`config.mk`:
```
export PLATFORM = sky130hd
export DESIGN_NAME = wodr_divider
export DESIGN_NICKNAME = d
export VERILOG_FILES = /design/src/rtl/core/wodr_pkg.sv /design/src/rtl/core/wodr_divider.sv
export SDC_FILE = /design/constraint.sdc
export NUM_CORES = 1
export LEC_CHECK = 0
export BUFFER_PORTS_ARGS = -buffer_cell sky130_fd_sc_hd__buf_4
export CORE_MARGIN = 8
export CORE_UTILIZATION = 30
export DETAILED_ROUTE_END_ITERATION = 8
export PLACE_DENSITY_LB_ADDON = 0.25
export SYNTH_ARGS = -nofsm -noshare
export SYNTH_HDL_FRONTEND = slang
export SYNTH_SLANG_ARGS = --single-unit
```
`constraint.sdc`:
```
create_clock -name clk -period 5.5 [get_ports clk]
set_clock_uncertainty 0.05 [all_clocks]
set_input_delay 0.825 -clock clk [delete_from_list [all_inputs] [get_ports clk]]
set_output_delay 0.825 -clock clk [all_outputs]
set_load 0.005 [all_outputs]
```
`src/rtl/core/wodr_pkg.sv`:
```
`default_nettype none
package wodr_pkg;

    localparam int PathPoints  = 1024;
    localparam int CordicSteps = 18;

    localparam logic [1:0] ACT_SAMPLE = 2'd0;
    localparam logic [1:0] ACT_START  = 2'd1;
    localparam logic [1:0] ACT_STOP   = 2'd2;
    localparam logic [1:0] ACT_CLEAR  = 2'd3;

    localparam logic [1:0] CFG_PPU   = 2'd0;
    localparam logic [1:0] CFG_LREV  = 2'd1;
    localparam logic [1:0] CFG_RREV  = 2'd2;

    localparam logic signed [33:0] CordicGain = 34'sh026DD3B6A;

    typedef enum logic [3:0] {
        ST_IDLE,
        ST_LDIV,
        ST_RDIV,
        ST_SUM,
        ST_ROT,
        ST_MULX,
        ST_MULY,
        ST_ACC,
        ST_OUT
    } state_t;

    // control from sequencer to divider
    typedef struct packed {
        logic        start;
        logic [17:0] dividend;
        logic [15:0] divisor;
    } div_ctl_t;

    typedef struct packed {
        logic        busy;
        logic [17:0] quotient;
        logic [16:0] remainder;
    } div_sts_t;

    function automatic logic signed [23:0] atan_entry(input logic [4:0] i);
        logic signed [23:0] r;
        begin
            case (i)
                5'd0:  r = 24'sd2949120;
                5'd1:  r = 24'sd1740967;
                5'd2:  r = 24'sd919879;
                5'd3:  r = 24'sd466945;
                5'd4:  r = 24'sd234379;
                5'd5:  r = 24'sd117304;
                5'd6:  r = 24'sd58666;
                5'd7:  r = 24'sd29335;
                5'd8:  r = 24'sd14668;
                5'd9:  r = 24'sd7334;
                5'd10: r = 24'sd3667;
                5'd11: r = 24'sd1833;
                5'd12: r = 24'sd917;
                5'd13: r = 24'sd458;
                5'd14: r = 24'sd229;
                5'd15: r = 24'sd115;
                5'd16: r = 24'sd57;
                5'd17: r = 24'sd29;
                default: r = 24'sd0;
            endcase
            return r;
        end
    endfunction

endpackage
`default_nettype wire

```
`src/rtl/core/wodr_divider.sv`:
```
`default_nettype none
// Restoring divider, one quotient bit a cycle, truncating toward zero.
module wodr_divider
    import wodr_pkg::*;
(
    input  wire logic     clk,
    input  wire logic     rst_n,
    input  wire div_ctl_t ctl,
    output div_sts_t      sts
);
    logic        busy_reg, busy_next;
    logic [4:0]  cnt_reg, cnt_next;
    logic [16:0] quo_reg, quo_next;
    logic [16:0] rem_reg, rem_next;
    logic [15:0] dvs_reg, dvs_next;
    logic        neg_reg, neg_next;
    logic [17:0] trial;

    always_ff @(posedge clk or negedge rst_n) begin
        if (!rst_n) begin
            busy_reg <= 1'b0;
            cnt_reg  <= '0;
        end else begin
            busy_reg <= busy_next;
            cnt_reg  <= cnt_next;
        end
    end

    always_ff @(posedge clk) begin
        quo_reg <= quo_next;
        rem_reg <= rem_next;
        dvs_reg <= dvs_next;
        neg_reg <= neg_next;
    end

    always_comb begin
        busy_next = busy_reg;
        cnt_next  = cnt_reg;
        quo_next  = quo_reg;
        rem_next  = rem_reg;
        dvs_next  = dvs_reg;
        neg_next  = neg_reg;
        trial     = {rem_reg, quo_reg[16]} - {2'b00, dvs_reg};
        if (ctl.start) begin
            busy_next = 1'b1;
            cnt_next  = 5'd17;
            neg_next  = ctl.dividend[17];
            quo_next  = ctl.dividend[17] ? 17'(-ctl.dividend) : ctl.dividend[16:0];
            rem_next  = '0;
            dvs_next  = (ctl.divisor == 16'd0) ? 16'd1 : ctl.divisor;
        end else if (busy_reg) begin
            if (!trial[17]) begin
                rem_next = trial[16:0];
                quo_next = {quo_reg[15:0], 1'b1};
            end else begin
                rem_next = {rem_reg[15:0], quo_reg[16]};
                quo_next = {quo_reg[15:0], 1'b0};
            end
            cnt_next = cnt_reg - 5'd1;
            if (cnt_reg == 5'd1) begin
                busy_next = 1'b0;
            end
        end
    end

    assign sts.busy      = busy_reg;
    assign sts.quotient  = neg_reg ? -{1'b0, quo_reg} : {1'b0, quo_reg};
    assign sts.remainder = neg_reg ? 17'(-rem_reg) : rem_reg;

endmodule
`default_nettype wire
```
Word-level counts from Yosys, hierarchy flattened
Index checks and enable logic that the tools add are counted.
{"block": "word_totals", "reg_bits": 57, "inputBits": 37, "wordCells": 26}
{"block": "op_classes", "add_sub_neg": 5, "n_eq_ne": 1, "muxes": 12, "n_reduce_logical": 2}
{"op": "$mux 17", "n": 5}
{"op": "$neg 17->17", "n": 2}
{"op": "$mux 18", "n": 1}
{"op": "$neg 17->18", "n": 1}
{"op": "$sub 18x16->18", "n": 1}
{"op": "$logic_not 16->1", "n": 1}
{"op": "$mux 5", "n": 2}
{"op": "$eq 5x1->1 const B", "n": 1}
{"op": "$sub 5x1->5 const B", "n": 1}
{"op": "$mux 1", "n": 4}
{"op": "$reduce_bool 2->1", "n": 1}

Depth between registers and ports, before layout
Gate-level depths: netlist of run 1.
{"block": "depth", "word_depth": 4, "mapped_depth": 11, "mapped_depth_nobuf": 10}

Least setup slack after synthesis of run 1
Ideal clock, no wire load.
{"block": "synth_path", "path_kind": "reg-to-output", "start": "reg quo_reg[0]", "end": "out sts[30] (netlist bit)", "t_arrival_ps": 1940, "required_ps": 4625, "setup_slack_ps": 2685, "path_stages_with_launch": 7, "path_buffers": 0, "cell_sequence": "edfxtp_1 nor3_1 nand2_1 or3_1 or4_1 o41ai_1 xnor2_1"}
{"element": "from (decl)", "line_no": "wodr_divider.sv:13", "rtl": "logic [16:0] quo_reg, quo_next;"}
{"element": "from (signal assigned)", "line_no": "wodr_divider.sv:30", "rtl": "quo_reg <= quo_next;"}
{"element": "to (decl)", "line_no": "wodr_divider.sv:9", "rtl": "output div_sts_t sts"}

==> results.yml, run 1 <==
grt:
  use_met2_pct: 19.3
  use_met1_pct: 16.2
  grtUsageTotal_pct: 12.4
  grt_overflow_total: 0
  antenna_found_initial: 0
  grt_pass1_wl_um: 18300
  grt_max_degree: 77
  grt.busiest_layer: "met2"
  grt_pass1_vias: 3625
  grt_use_met3_pct: 3.14
placed_design:
  gp_congestion: 0.818
  dp_slack_ps: 2370
  hpwlAfterDp_um: 8590
  port_buffers: 72
synthesis:
  syn_nets: 559
  ys_ff_latch: 57
  synth_top_cell_by_area: "edfxtp_1"
  yosysWarnings: 0
  netlist_instances: 500
  ys_types: 55
  synth_area_um2: 4330
  syn_area_per_cell_um2: 8.67
  ys_async_sr_fraction_pct: 10.5
  synth_edf_count: 34
  yosysSeqAreaShare_pct: 34.9
  synth_top_cells_by_area: "edfxtp_1 (24%), xnor2_1 (7.9%), dfxtp_1 (7.9%)"
  synth.top_cell.area_share_pct: 23.6
  synth_flop_cell: "edfxtp_1"
floorplan:
  fp-row-count: 44
  die_area_um2: 18500
  die_width_um: 136
  ioPinCount: 73
  fp.dieH_um: 136
  coreArea_um2: 14300
  initial_core_util_pct: 30.3
clocking:
  cts_tree: "done"
  cts_setup_buffers: 0
  cts_buffers: 9
  cts-resized-gates: 0
  cts.sinks: 57
  cts.path.max_buffers: 2
  cts_hold_buffers: 0
  cts.htree.levels: 3
  clockRootBuffer: "clkbuf_16"
  clk-insertion-delay-late_ps: 330
  clk_pin_slew_ps: 50
power_and_ir_drop:
  ir_worst_vdd_uv: 139
  power.density_nw_per_um2: 478
  p_leak_nw: 2.17
status:
  status: "finished, final reports clean"
timing:
  min_period_over_period_pct: 63.0
  maxSlewHeadroom_pct: 46.0
  setup_viol: 0
  finalHoldViolCount: 0
  worst_pin_slew_ps: 811
  min_period_ps: 3470
  max_freq_ghz: 0.288
  tns_ps: 0
  grt_setup_unrepaired: "false"
  setup_ws_ps: 2030
  final_max_slew_viol_count: 0
drt:
  drt_iter0_markers: 231
  wl_per_cell_um: 15.7
  routed_wl_um: 11500
  drc: 0
  antenna_left: 0
  vias: 3778
  vias_per_cell: 5.15
  drt_pass1_iterations: 4
worst_setup_path:
  required_ps: 4620
  start_kind: "register"
  crit_type: "register to output pin"
  crit_arrival_ps: 2590
  crit_path_end_kind: "output pin"
  crit_fanout: 5
final_layout:
  drive_gt1_share_pct: 18.2
  antenna-diode-count: 0
  area_growth_pct: 20.7
  final_cell_mix: "buf_4 (74), nand2_1 (48), nor2_1 (44)"
  nNetsFinal: 604
  final_common_cell: "buf_4"
min_path:
  min_path_type: "input pin to async pin"
flow_run:
  maxCapViolations: 0
[routing by layer]
metal	wire length [µm]	vias to the layer above
met3	593	17
met1	5630	1791
li1	-	1877
met2	5080	93
met5	0	-
met4	197	0
[critical path: stages (launching register included)]
cell     delay [ps]
dfxtp_1         330
inv_1           160
ha_1            200
nand2_1          70
or3_1           350
or4_1           520
o41ai_1         340
xnor2_1         160
buf_4           130
[report_power, final]
group | leakage, nW | internal, mW | total (mW) | switching (mW)
clock | 0.140 | 0.348 | 0.540 | 0.192
combinational | 1.48 | 0.612 | 1.27 | 0.656
sequential | 0.550 | 0.566 | 0.693 | 0.127
[layout make-up]
class / instances / area, µm²
Fill cell: 1471 / 9080
Multi-Input combinational cell: 375 / 2540
Clock inverter: 4 / 45.0
Inverter: 28 / 105
Clock buffer: 12 / 236
Tap cell: 184 / 230
Sequential cell: 57 / 1510
Timing Repair Buffer: 74 / 556
[through the flow]
step                area (µm²)  hold slack (ps)  util (%)  total power, mW  cells
global placement          4950              468      34.6             1.95    718
detailed placement        4950              475      34.6             1.97    718
finish                    5230              242      36.5             2.50    734
floorplan                 4330              443         -             1.50    500
global route              5230              232      36.5             2.69    734
CTS                       5230              235      36.5             2.53    734
[cells by family after synthesis]
logic type	synth area share (%)
and+or+nand+nor	18.2
AOI/OAI and AO/OA	19.9
buffers and inverters	6.38
xor gates and xnor gates	11.9
DFF	34.9
adders and majority gates	6.53
muxes	2.22
[worst paths after layout]
check / end / cells after the start / startpoint / slack (ps)
hold reg to reg: cnt_reg[4] / 2 / cnt_reg[4] / 480
setup reg to reg: rem_reg[0] / 8 / rem_reg[5] / 2510
setup / recovery: sts[12] / 8 / rem_reg[0] / 2030
max in group asynchronous: cnt_reg[1] / 1 / rst_n / 5040
min in group clk: cnt_reg[4] / 2 / cnt_reg[4] / 480
hold / removal: cnt_reg[0] / 1 / rst_n / 240
[cells in the mapped netlist, types with 3 or more instances]
cell,instances
a211oi_1,3
a21o_1,3
a21oi_1,31
a311oi_1,8
and2_1,3
buf_4,5
clkbuf_1,31
dfrtp_1,6
dfxtp_1,17
edfxtp_1,34
ha_1,21
inv_1,28
mux2_2,5
mux2i_1,4
nand2_1,48
nand2b_1,8
nand3_1,6
nor2_1,44
nor2b_1,3
nor3_1,8
nor4_1,7
o211a_1,5
o21a_1,4
o21ai_0,26
o21bai_1,3
o31a_1,3
o31ai_1,13
o41ai_1,6
or3_1,16
or4_1,10
xnor2_1,39
xor2_1,20
Note: power is estimated with default switching activity, not from simulation.
==> inputs of run 2 (changes only) <==
==> constraint.sdc (replaced) <==
create_clock -name clk -period 2.86 [get_ports clk]
set_clock_uncertainty 0.05 [all_clocks]
set_input_delay 0.429 -clock clk [delete_from_list [all_inputs] [get_ports clk]]
set_output_delay 0.429 -clock clk [all_outputs]
set_load 0.005 [all_outputs]
==> run 2 against run 1 <==
Effect of this change: global-route usage fell by 0.087 points; first-iteration DRC count fell by 8.2%; final area rose by 8.3%; count of clock-buffer cells in the layout rose by 1; die area did not move; critical path depth fell by 1; register-to-register slack got worse by 2400 ps.
==> results.yml, run 2 (same netlist as run 1, synthesis figures left out) <==
power_and_ir_drop:
  power.density_nw_per_um2: 944
  p_leak_nw: 2.37
  ir_worst_vdd_uv: 379
clocking:
  cts_buffers: 9
  clockRootBuffer: "clkbuf_16"
  cts.path.max_buffers: 2
  clk_pin_slew_ps: 60
  cts.sinks: 57
  cts_tree: "done"
  cts.htree.levels: 3
  clk-insertion-delay-late_ps: 330
timing:
  min_period_over_period_pct: 99.2
  finalHoldViolCount: 0
  setup_ws_ps: 22.6
  min_period_ps: 2840
  worst_pin_slew_ps: 801
  maxSlewHeadroom_pct: 46.6
  setup_viol: 0
  finalHoldWorstSlack_ps: 232
  final_max_slew_viol_count: 0
  max_freq_ghz: 0.352
  grt_setup_unrepaired: "true"
status:
  status: "finished, final reports clean"
grt:
  grt_pass1_vias: 3793
  grt_pass1_wl_um: 18500
  grtUsageTotal_pct: 12.3
  grt_max_degree: 77
  antenna_found_initial: 0
  grt_overflow_total: 0
floorplan:
  fp-row-count: 44
  ioPinCount: 73
  initial_core_util_pct: 30.3
  die_area_um2: 18500
  coreArea_um2: 14300
  fp.dieH_um: 136
  die_width_um: 136
final_layout:
  fin_util_pct: 39.6
  drive_gt1_share_pct: 26.9
  final_common_cell: "buf_4"
  final_cell_mix: "buf_4 (103), nand2_1 (47), nor2_1 (43)"
  antenna-diode-count: 0
  area_growth_pct: 30.7
  nNetsFinal: 634
worst_setup_path:
  start_kind: "register"
  required_ps: 2380
  critPathSlowestCell: "or4_4"
  crit_path_end_kind: "output pin"
  path_delay_family: "simple AND/OR/NAND/NOR gates"
  path_cells: "nor3_2 -> nand2_1 -> or3_4 -> or4_4 -> o41ai_4 -> xnor2_1 -> buf_4"
  r2r_start: "dvs_reg[6]"
  crit_type: "register to output pin"
  cpPeakStageDelay_ps: 490
  crit_arrival_ps: 2360
  path_buf_inv: 1
  crit_start: "quo_reg[0]"
  crit_fanout: 4
drt:
  wl_per_cell_um: 15.4
  drt_iter0_markers: 212
  vias_per_cell: 5.07
  vias: 3875
  drt_pass1_iterations: 4
  antenna_left: 0
  drc: 0
  routed_wl_um: 11800
placed_design:
  port_buffers: 72
  hpwlAfterDp_um: 8820
  dp_slack_ps: 87.1
  gp_congestion: 0.824
flow_run:
  maxCapViolations: 0
min_path:
  hp-start: "ctl[13]"
  min_path_type: "input pin to register"
-- run 2: cell types whose count changed in the layout (fill, tap and decap cells not counted), sizes merged --
cell,delta
buf,+29
inv,+1
bufinv,-1
dlygate4sd3,+1
clkinv,-1
clkbuf,+1
-- run 2: timing repair --
item	4_1_cts	5_1_grt
setup buffers	3	7
gates resized for setup	7	28
endpoints found under the setup margin	7	16
hold buffers	1	0
pin swaps	0	4
hold endpoints to repair	6	0
-- run 2: routing by layer --
layer  GRT usage [%]  vias to the layer above  part of all wire, %
met3            2.33                       13                  5.6
met4            4.21                        0                  1.3
met1            15.8                     1830                   47
met5               0                        -                    0
met2            20.4                       92                   46
li1                -                     1940                    -
-- run 2: worst paths after layout --
kind	endpoint	slack [ps]	depth (start not counted)
max in group asynchronous	cnt_reg[1]	2240	2
setup reg to reg	rem_reg[0]	120	9
min in group asynchronous	cnt_reg[2]	390	2
hold / removal	dvs_reg[13]	230	1
setup / recovery	sts[30]	20	7
hold reg to reg	cnt_reg[4]	490	2
-- run 2: layout make-up --
cell class | count | area [µm²]
clock buffer | 13 | 314
clock inverter | 3 | 23.8
fill | 1403 | 8650
inverter | 28 | 110
multi-input combinational | 375 | 2680
sequential | 57 | 1520
tap | 184 | 230
timing repair buffer | 104 | 783
-- run 2: where the power goes --
part,internal [mW],switching (mW),total (mW)
Sequential,1.10,0.222,1.32
Clock,0.772,0.404,1.18
Combinational,1.43,1.42,2.85
-- run 2: metrics by stage --
stage | total power [mW] | area (µm²) | std cells | TNS (ps)
CTS | 5.16 | 5500 | 757 | -102
global placement | 3.88 | 5090 | 737 | 0
global route | 5.72 | 5660 | 764 | -196
finish | 5.35 | 5660 | 764 | 0
floorplan | 2.89 | 4330 | 500 | 0
detailed placement | 3.91 | 5090 | 737 | 0
